<file path="config.mk">
export PLATFORM = sky130hd
export DESIGN_NAME = rational_add_multiply_reduce_unit
export DESIGN_NICKNAME = d
export VERILOG_FILES = /design/src/sv/ramr_pkg.sv /design/src/sv/rational_add_multiply_reduce_unit.sv
export SDC_FILE = /design/constraint.sdc
export NUM_CORES = 2
export LEC_CHECK = 0
export BUFFER_PORTS_ARGS = -buffer_cell sky130_fd_sc_hd__buf_2
export CORE_UTILIZATION = 45
export CTS_BUF_LIST = sky130_fd_sc_hd__clkbuf_8 sky130_fd_sc_hd__clkbuf_16
export DETAILED_ROUTE_END_ITERATION = 6
export GPL_ROUTABILITY_DRIVEN = 0
export SLEW_MARGIN = 0
export SYNTH_ARGS = -nofsm -noshare
export SYNTH_HDL_FRONTEND = slang
export SYNTH_SLANG_ARGS = --single-unit
export TNS_END_PERCENT = 5
</file>
<file path="constraint.sdc">
create_clock -name i_clk -period 18.2 [get_ports i_clk]
set_input_delay 1.82 -clock i_clk [delete_from_list [all_inputs] [get_ports i_clk]]
set_output_delay 1.82 -clock i_clk [all_outputs]
set_load 0.05 [all_outputs]
</file>
<file path="src/sv/ramr_pkg.sv">
// Package with command codes, result widths and saturation limits of the rational unit.
`timescale 1ns / 1ps

package ramr_pkg;

    typedef logic [1:0] t_cmd;

    localparam t_cmd CMD_NORM = 2'd0;
    localparam t_cmd CMD_ADD  = 2'd1;
    localparam t_cmd CMD_MUL  = 2'd2;

    localparam int RES_NUM_W = 32;
    localparam int RES_DEN_W = 30;
    localparam int LIMIT_W   = 33;

    typedef logic [LIMIT_W-1:0] t_limit;

    localparam t_limit NUM_POS_MAX = 33'h0_7FFF_FFFF;
    localparam t_limit NUM_NEG_MAX = 33'h0_8000_0000;
    localparam t_limit DEN_MAX     = 33'h0_3FFF_FFFF;

endpackage

</file>
<file path="src/sv/rational_add_multiply_reduce_unit.sv">
// Rational normalize, add and multiply unit with iterative gcd reduction.
// One item is in work at a time; W = 2*OPERAND_BITS + 1 is the working width.
// The reduction uses binary gcd steps.
// The two divisions by the gcd run one quotient bit per cycle on the same adder.
// The next transfer is accepted in the cycle after the result is loaded into the output register.
// Reset is synchronous and active low and returns the sequencer to idle with no result pending.
`timescale 1ns / 1ps

module rational_add_multiply_reduce_unit #(
    parameter int OPERAND_BITS = 16
) (
    input  logic                                  i_clk,
    input  logic                                  i_rst_n,
    input  logic                                  i_in_valid,
    output logic                                  o_in_ready,
    input  logic [1:0]                            i_cmd,
    input  logic signed [OPERAND_BITS-1:0]        i_a_num,
    input  logic signed [OPERAND_BITS-1:0]        i_a_den,
    input  logic signed [OPERAND_BITS-1:0]        i_b_num,
    input  logic signed [OPERAND_BITS-1:0]        i_b_den,
    output logic                                  o_out_valid,
    input  logic                                  i_out_ready,
    output logic signed [ramr_pkg::RES_NUM_W-1:0] o_res_num,
    output logic [ramr_pkg::RES_DEN_W-1:0]        o_res_den,
    output logic                                  o_zero_den
);

    localparam int OB = OPERAND_BITS;
    localparam int PW = 2 * OB;
    localparam int W  = PW + 1;
    localparam int UW = W + 1;
    localparam int MW = (W > ramr_pkg::LIMIT_W) ? W : ramr_pkg::LIMIT_W;
    localparam int CW = $clog2(W);
    localparam int KW = $clog2(W + 1);
    localparam logic [CW-1:0] CNT_LAST = CW'(W - 1);

    localparam logic [3:0] S_IDLE = 4'd0;
    localparam logic [3:0] S_MUL0 = 4'd1;
    localparam logic [3:0] S_MUL1 = 4'd2;
    localparam logic [3:0] S_MUL2 = 4'd3;
    localparam logic [3:0] S_SUM  = 4'd4;
    localparam logic [3:0] S_FIX  = 4'd5;
    localparam logic [3:0] S_NORM = 4'd6;
    localparam logic [3:0] S_GCD  = 4'd7;
    localparam logic [3:0] S_DIV  = 4'd8;
    localparam logic [3:0] S_OUT  = 4'd9;

    logic [3:0]            r_state, n_state;
    ramr_pkg::t_cmd        r_cmd, n_cmd;
    logic [OB-1:0]         r_am, n_am, r_adm, n_adm, r_bm, n_bm, r_bdm, n_bdm;
    logic                  r_nneg, n_nneg, r_n2, n_n2, r_dneg, n_dneg, r_flag, n_flag;
    logic [W-1:0]          r_x, n_x, r_y, n_y, r_t, n_t, r_u, n_u, r_v, n_v, r_g, n_g;
    logic [W-1:0]          r_quo, n_quo, r_rem, n_rem;
    logic [KW-1:0]         r_k, n_k;
    logic [CW-1:0]         r_cnt, n_cnt;
    logic                  r_sel, n_sel;
    logic                  r_out_valid, n_out_valid;
    logic [ramr_pkg::RES_NUM_W-1:0] r_res_num, n_res_num;
    logic [ramr_pkg::RES_DEN_W-1:0] r_res_den, n_res_den;
    logic                  r_zero_den, n_zero_den;

    logic [OB-1:0]         w_am, w_adm, w_bm, w_bdm;
    logic [OB-1:0]         w_mul_a, w_mul_b;
    logic [PW-1:0]         w_prod;
    logic [UW-1:0]         w_ua, w_ub;
    logic                  w_usub;
    logic [UW:0]           w_usum;
    logic                  w_carry;
    logic [UW-1:0]         w_trial;
    logic [W-1:0]          w_qnext;
    logic [MW-1:0]         w_nm, w_dm, w_nlim, w_ncl, w_dlim, w_dcl;
    logic                  w_load;

    assign w_am  = i_a_num[OB-1] ? OB'(~$unsigned(i_a_num) + 1'b1) : $unsigned(i_a_num);
    assign w_adm = i_a_den[OB-1] ? OB'(~$unsigned(i_a_den) + 1'b1) : $unsigned(i_a_den);
    assign w_bm  = i_b_num[OB-1] ? OB'(~$unsigned(i_b_num) + 1'b1) : $unsigned(i_b_num);
    assign w_bdm = i_b_den[OB-1] ? OB'(~$unsigned(i_b_den) + 1'b1) : $unsigned(i_b_den);

    // Single multiplier, operands chosen by the sequencer.
    always_comb begin
        case (r_state)
            S_MUL0: begin
                w_mul_a = r_am;
                w_mul_b = (r_cmd == ramr_pkg::CMD_ADD) ? r_bdm : r_bm;
            end
            S_MUL1: begin
                w_mul_a = r_bm;
                w_mul_b = r_adm;
            end
            default: begin
                w_mul_a = r_adm;
                w_mul_b = r_bdm;
            end
        endcase
    end

    assign w_prod = w_mul_a * w_mul_b;

    // Single add/subtract unit shared by the sum, sign fix, gcd and division steps.
    assign w_trial = {r_rem, r_quo[W-1]};

    always_comb begin
        case (r_state)
            S_SUM: begin
                w_ua   = {1'b0, r_t};
                w_ub   = {1'b0, r_x};
                w_usub = (r_nneg != r_n2);
            end
            S_FIX: begin
                w_ua   = '0;
                w_ub   = {1'b0, r_x};
                w_usub = 1'b1;
            end
            S_GCD: begin
                w_ua   = {1'b0, r_u};
                w_ub   = {1'b0, r_v};
                w_usub = 1'b1;
            end
            S_DIV: begin
                w_ua   = w_trial;
                w_ub   = {1'b0, r_g};
                w_usub = 1'b1;
            end
            default: begin
                w_ua   = '0;
                w_ub   = '0;
                w_usub = 1'b0;
            end
        endcase
    end

    assign w_usum  = {1'b0, w_ua} + {1'b0, (w_usub ? ~w_ub : w_ub)} + {{UW{1'b0}}, w_usub};
    assign w_carry = w_usum[UW];
    assign w_qnext = {r_quo[W-2:0], w_carry};

    // Saturation of the reduced pair into the result fields.
    assign w_nm   = MW'(r_x);
    assign w_dm   = MW'(r_y);
    assign w_nlim = r_nneg ? MW'(ramr_pkg::NUM_NEG_MAX) : MW'(ramr_pkg::NUM_POS_MAX);
    assign w_ncl  = (w_nm > w_nlim) ? w_nlim : w_nm;
    assign w_dlim = MW'(ramr_pkg::DEN_MAX);
    assign w_dcl  = (w_dm > w_dlim) ? w_dlim : w_dm;

    assign w_load = (r_state == S_OUT) && (!r_out_valid || i_out_ready);

    always_comb begin
        n_state     = r_state;
        n_cmd       = r_cmd;
        n_am        = r_am;
        n_adm       = r_adm;
        n_bm        = r_bm;
        n_bdm       = r_bdm;
        n_nneg      = r_nneg;
        n_n2        = r_n2;
        n_dneg      = r_dneg;
        n_flag      = r_flag;
        n_x         = r_x;
        n_y         = r_y;
        n_t         = r_t;
        n_u         = r_u;
        n_v         = r_v;
        n_g         = r_g;
        n_quo       = r_quo;
        n_rem       = r_rem;
        n_k         = r_k;
        n_cnt       = r_cnt;
        n_sel       = r_sel;
        n_res_num   = r_res_num;
        n_res_den   = r_res_den;
        n_zero_den  = r_zero_den;
        n_out_valid = w_load | (r_out_valid & ~i_out_ready);

        case (r_state)
            S_IDLE: begin
                if (i_in_valid) begin
                    n_cmd  = i_cmd;
                    n_am   = w_am;
                    n_adm  = w_adm;
                    n_bm   = w_bm;
                    n_bdm  = w_bdm;
                    n_flag = 1'b0;
                    case (i_cmd)
                        ramr_pkg::CMD_ADD: begin
                            n_nneg  = i_a_num[OB-1] ^ i_b_den[OB-1];
                            n_n2    = i_b_num[OB-1] ^ i_a_den[OB-1];
                            n_dneg  = i_a_den[OB-1] ^ i_b_den[OB-1];
                            n_state = S_MUL0;
                        end
                        ramr_pkg::CMD_MUL: begin
                            n_nneg  = i_a_num[OB-1] ^ i_b_num[OB-1];
                            n_dneg  = i_a_den[OB-1] ^ i_b_den[OB-1];
                            n_state = S_MUL0;
                        end
                        default: begin
                            n_nneg  = i_a_num[OB-1];
                            n_dneg  = i_a_den[OB-1];
                            n_x     = W'(w_am);
                            n_y     = W'(w_adm);
                            n_state = S_NORM;
                        end
                    endcase
                end
            end
            S_MUL0: begin
                if (r_cmd == ramr_pkg::CMD_ADD) begin
                    n_t     = W'(w_prod);
                    n_state = S_MUL1;
                end else begin
                    n_x     = W'(w_prod);
                    n_state = S_MUL2;
                end
            end
            S_MUL1: begin
                n_x     = W'(w_prod);
                n_state = S_MUL2;
            end
            S_MUL2: begin
                n_y     = W'(w_prod);
                n_state = (r_cmd == ramr_pkg::CMD_ADD) ? S_SUM : S_NORM;
            end
            S_SUM: begin
                n_x = w_usum[W-1:0];
                if (w_usub && !w_carry) begin
                    n_nneg  = r_n2;
                    n_state = S_FIX;
                end else begin
                    n_state = S_NORM;
                end
            end
            S_FIX: begin
                n_x     = w_usum[W-1:0];
                n_state = S_NORM;
            end
            S_NORM: begin
                n_nneg = (r_x != '0) && (r_nneg ^ (r_dneg && (r_y != '0)));
                n_u    = r_x;
                n_k    = '0;
                if (r_y == '0) begin
                    n_flag = 1'b1;
                    n_y    = W'(1);
                    n_v    = W'(1);
                end else begin
                    n_v    = r_y;
                end
                n_state = S_GCD;
            end
            S_GCD: begin
                if (r_u == '0) begin
                    n_g     = r_v << r_k;
                    n_quo   = r_x;
                    n_rem   = '0;
                    n_cnt   = '0;
                    n_sel   = 1'b0;
                    n_state = S_DIV;
                end else if (!r_u[0] && !r_v[0]) begin
                    n_u = r_u >> 1;
                    n_v = r_v >> 1;
                    n_k = r_k + 1'b1;
                end else if (!r_u[0]) begin
                    n_u = r_u >> 1;
                end else if (!r_v[0]) begin
                    n_v = r_v >> 1;
                end else if (w_carry) begin
                    n_u = w_usum[W-1:0] >> 1;
                end else begin
                    n_u = r_v;
                    n_v = r_u;
                end
            end
            S_DIV: begin
                n_rem = w_carry ? w_usum[W-1:0] : w_trial[W-1:0];
                n_quo = w_qnext;
                n_cnt = r_cnt + 1'b1;
                if (r_cnt == CNT_LAST) begin
                    if (!r_sel) begin
                        n_x   = w_qnext;
                        n_quo = r_y;
                        n_rem = '0;
                        n_cnt = '0;
                        n_sel = 1'b1;
                    end else begin
                        n_y     = w_qnext;
                        n_state = S_OUT;
                    end
                end
            end
            S_OUT: begin
                if (w_load) begin
                    n_res_num  = r_nneg ? (ramr_pkg::RES_NUM_W'(0) - w_ncl[ramr_pkg::RES_NUM_W-1:0])
                                        : w_ncl[ramr_pkg::RES_NUM_W-1:0];
                    n_res_den  = w_dcl[ramr_pkg::RES_DEN_W-1:0];
                    n_zero_den = r_flag;
                    n_state    = S_IDLE;
                end
            end
            default: begin
                n_state = S_IDLE;
            end
        endcase
    end

    always_ff @(posedge i_clk) begin
        if (!i_rst_n) begin
            r_state     <= S_IDLE;
            r_out_valid <= 1'b0;
        end else begin
            r_state     <= n_state;
            r_out_valid <= n_out_valid;
        end
    end

    always_ff @(posedge i_clk) begin
        r_cmd      <= n_cmd;
        r_am       <= n_am;
        r_adm      <= n_adm;
        r_bm       <= n_bm;
        r_bdm      <= n_bdm;
        r_nneg     <= n_nneg;
        r_n2       <= n_n2;
        r_dneg     <= n_dneg;
        r_flag     <= n_flag;
        r_x        <= n_x;
        r_y        <= n_y;
        r_t        <= n_t;
        r_u        <= n_u;
        r_v        <= n_v;
        r_g        <= n_g;
        r_quo      <= n_quo;
        r_rem      <= n_rem;
        r_k        <= n_k;
        r_cnt      <= n_cnt;
        r_sel      <= n_sel;
        r_res_num  <= n_res_num;
        r_res_den  <= n_res_den;
        r_zero_den <= n_zero_den;
    end

    assign o_in_ready  = (r_state == S_IDLE);
    assign o_out_valid = r_out_valid;
    assign o_res_num   = $signed(r_res_num);
    assign o_res_den   = r_res_den;
    assign o_zero_den  = r_zero_den;

endmodule

</file>
==> results.toml <==
[setup_path]
crit_family = "adder cells"
critPathRequiredTime_ps = 18520
slowest_stage = "nor2b_1"
worstPathArrival_ps = 10200
cpMostUsedCell = "fa_1"
start_kind = "flip-flop"
cp-end-kind = "flip-flop"
path_buf_inv = 3
cp_max_fo = 19
critPathMaxStageDelay_ps = 970
worstSetupPathType = "reg -> reg"

[timing]
worst_pin_slew_ps = 1215
max_freq_mhz = 101.2
finalCritPeriodShare_pct = 54.29
min_period_ps = 9880
tns_ps = 0
setup_viol = 0
hold_viol_final = 0
drv_slew = 0
setup_slack_ps = 8320
relSlewSlack_pct = 18.58
fin_skew_ps = 32.69
rsz0062_at_grt = "false"

[routing]
drt-initial-drc-count = 3929
via_per_inst = 6.189
finalWirelength_um = 115500
ant_nets = 0
drc_errors = 37
num_vias = 28420
route.detailed.wl_per_inst_um = 25.15
firstDrtPassIters = 7

[cells_and_area]
final_common_cell = "nand2_1"
num_antenna_cells = 0
final_cell_mix = "nand2_1 (503), edfxtp_1 (409), inv_1 (341)"
fin_nets = 4029
layout-drive-gt1-share_pct = 8.998
areaGrowthSynthToFinish_pct = 9.372
nFillCells = 7046

[hold_path]
hp-class = "reg -> reg"

[floorplan]
start_util_pct = 45.39
fp.dieH_um = 275.8
core_area_mm2 = 0.07432
dieWidth_um = 275.8
io_pins = 135
core.rowCount = 100
dieArea_mm2 = 0.07607

[logic_synthesis]
synth_cell_type_count = 88
synth_warnings = 0
async_flop_share_pct = 0
syn_inst = 3564
seq_area_frac_synth_pct = 36.70
ys_ff_latch = 414
synth_area_mm2 = 0.03374
syn_avg_cell_area_um2 = 9.466
synth_nets = 4008
synth_ff_type = "edfxtp_1"
synth_edf_count = 409

[clocking]
cts-root-buf = "clkbuf_16"
numCtsBuffers = 49
cts_setup_buffers = 0
cts.htree.levels = 2
clk_latency_ps = 620
cts_tree = "yes"
clockBufferDepth = 3
ctsHoldBuffers = 0
cts.sinks = 414
cts_resized = 0
path_clk_slew_ps = 60

[placed_design]
portBuffers = 134
hpwl_um = 86550
place_ws_ps = 8466

[global_route]
grtUsageTotal_pct = 30.28
grt_pass1_vias = 26350
antenna_found_initial = 1
grt_pass1_wl_um = 171100
overflow = 0
grt_max_degree = 76

[status]
violations = "DRC"
status = "complete, but fails checks"

[flow_run]
drv_cap = 0
-- worst reg2reg max path, delay by kind of cell, from the launching register on --
| kind | cells | cell delay [ps] |
|---|---|---|
| compound gates | 12 | 2790 |
| xor+xnor | 1 | 230 |
| fa+ha+maj | 7 | 3190 |
| buf+inv | 3 | 130 |
| flops | 1 | 630 |
| simple gates | 5 | 2610 |
-- layout make-up --
class                   count  area [um^2]  share of cell area (%)
clock buffers              50         1251                   3.391
repair buffers            189         1084                   2.937
multi-input cells        2598        19400                   52.59
inverters                 333         1251                   3.391
clock inverters            39        314.1                  0.8511
flip-flops and latches    414        12380                   33.56
well taps                 969         1212                   3.286
-- per-layer routing --
layer / GRT usage, % / vias to the layer above / wire length (um)
li1: - / 12640 / -
met4: 10.45 / 2 / 4189
met1: 43.35 / 13950 / 48750
met3: 6.594 / 228 / 12280
met5: 0 / - / 9
met2: 45.11 / 1602 / 50280
-- cells by family (layout without fill, tap and decap cells) --
family          after synthesis  count (layout)  share of synthesized area [%]
compound gates              830             830                          16.50
xor+xnor                    153             153                          3.972
fa+ha+maj                   374             374                          18.21
buf+inv                     552             611                          6.234
flops                       414             414                          36.70
mux                         110             110                          3.698
simple gates               1131            1131                          14.68
-- worst paths after layout --
path / startpoint / to / slack [ps] / cells past startpoint
worst max-delay path: r_state[0] / r_y[30] / 8320 / 28
worst min-delay path: r_quo[18] / r_x[19] / 590 / 2
worst max register to register: r_state[0] / r_y[30] / 8320 / 28
worst min register to register: r_quo[18] / r_x[19] / 590 / 2
-- cell usage after synthesis (all sizes together), types with 15 or more instances --
master,number,area [um^2]
nor2,328,1231
o21ai,201,1017
fa,195,3904
or3,24,150.1
mux2i,92,920.9
ha,179,2240
a21o,51,382.9
nor4,20,125.1
o22ai,33,206.5
o31ai,23,186.4
buf,35,162.7
nand3,40,200.2
xor2,26,227.7
inv,331,1242
and2,40,250.2
edfxtp,409,12280
nor2b,19,121.4
a22oi,52,390.4
nor3,44,231.5
clkbuf,184,690.7
a31oi,27,181.4
o22a,15,131.4
a21boi,25,191.4
xnor2,127,1112
nand2b,52,325.3
a222oi,86,860.8
a221oi,16,163.9
nand2,504,1894
a21oi,203,1020
and3,16,100.1
a211oi,21,157.7
-- sequential cells by signal, summed over array words and instances (netlist names), 6 cells and up --
name / flops
r_g: 33
r_quo: 33
r_rem: 33
r_u: 33
r_v: 33
r_x: 33
r_y: 33
o_res_num: 32
r_t: 32
o_res_den: 30
r_adm: 16
r_am: 16
r_bdm: 16
r_bm: 16
r_cnt: 6
r_k: 6
-- stage by stage --
stage                     area, um^2  hold WS, ps  std cells  utilization [%]
final                          36900        591.5       4592            49.65
after global routing           36900        585.3       4592            49.65
after CTS                      36900        591.4       4592            49.65
after detailed placement       35330        572.9       4503            47.54
after global placement         35330        576.3       4503            47.54
after floorplan                33740        400.3       3564                -
Power is left out: the tool's default activity adds up to more than one toggle a clock period on the data nets, which glitch-free logic cannot reach.
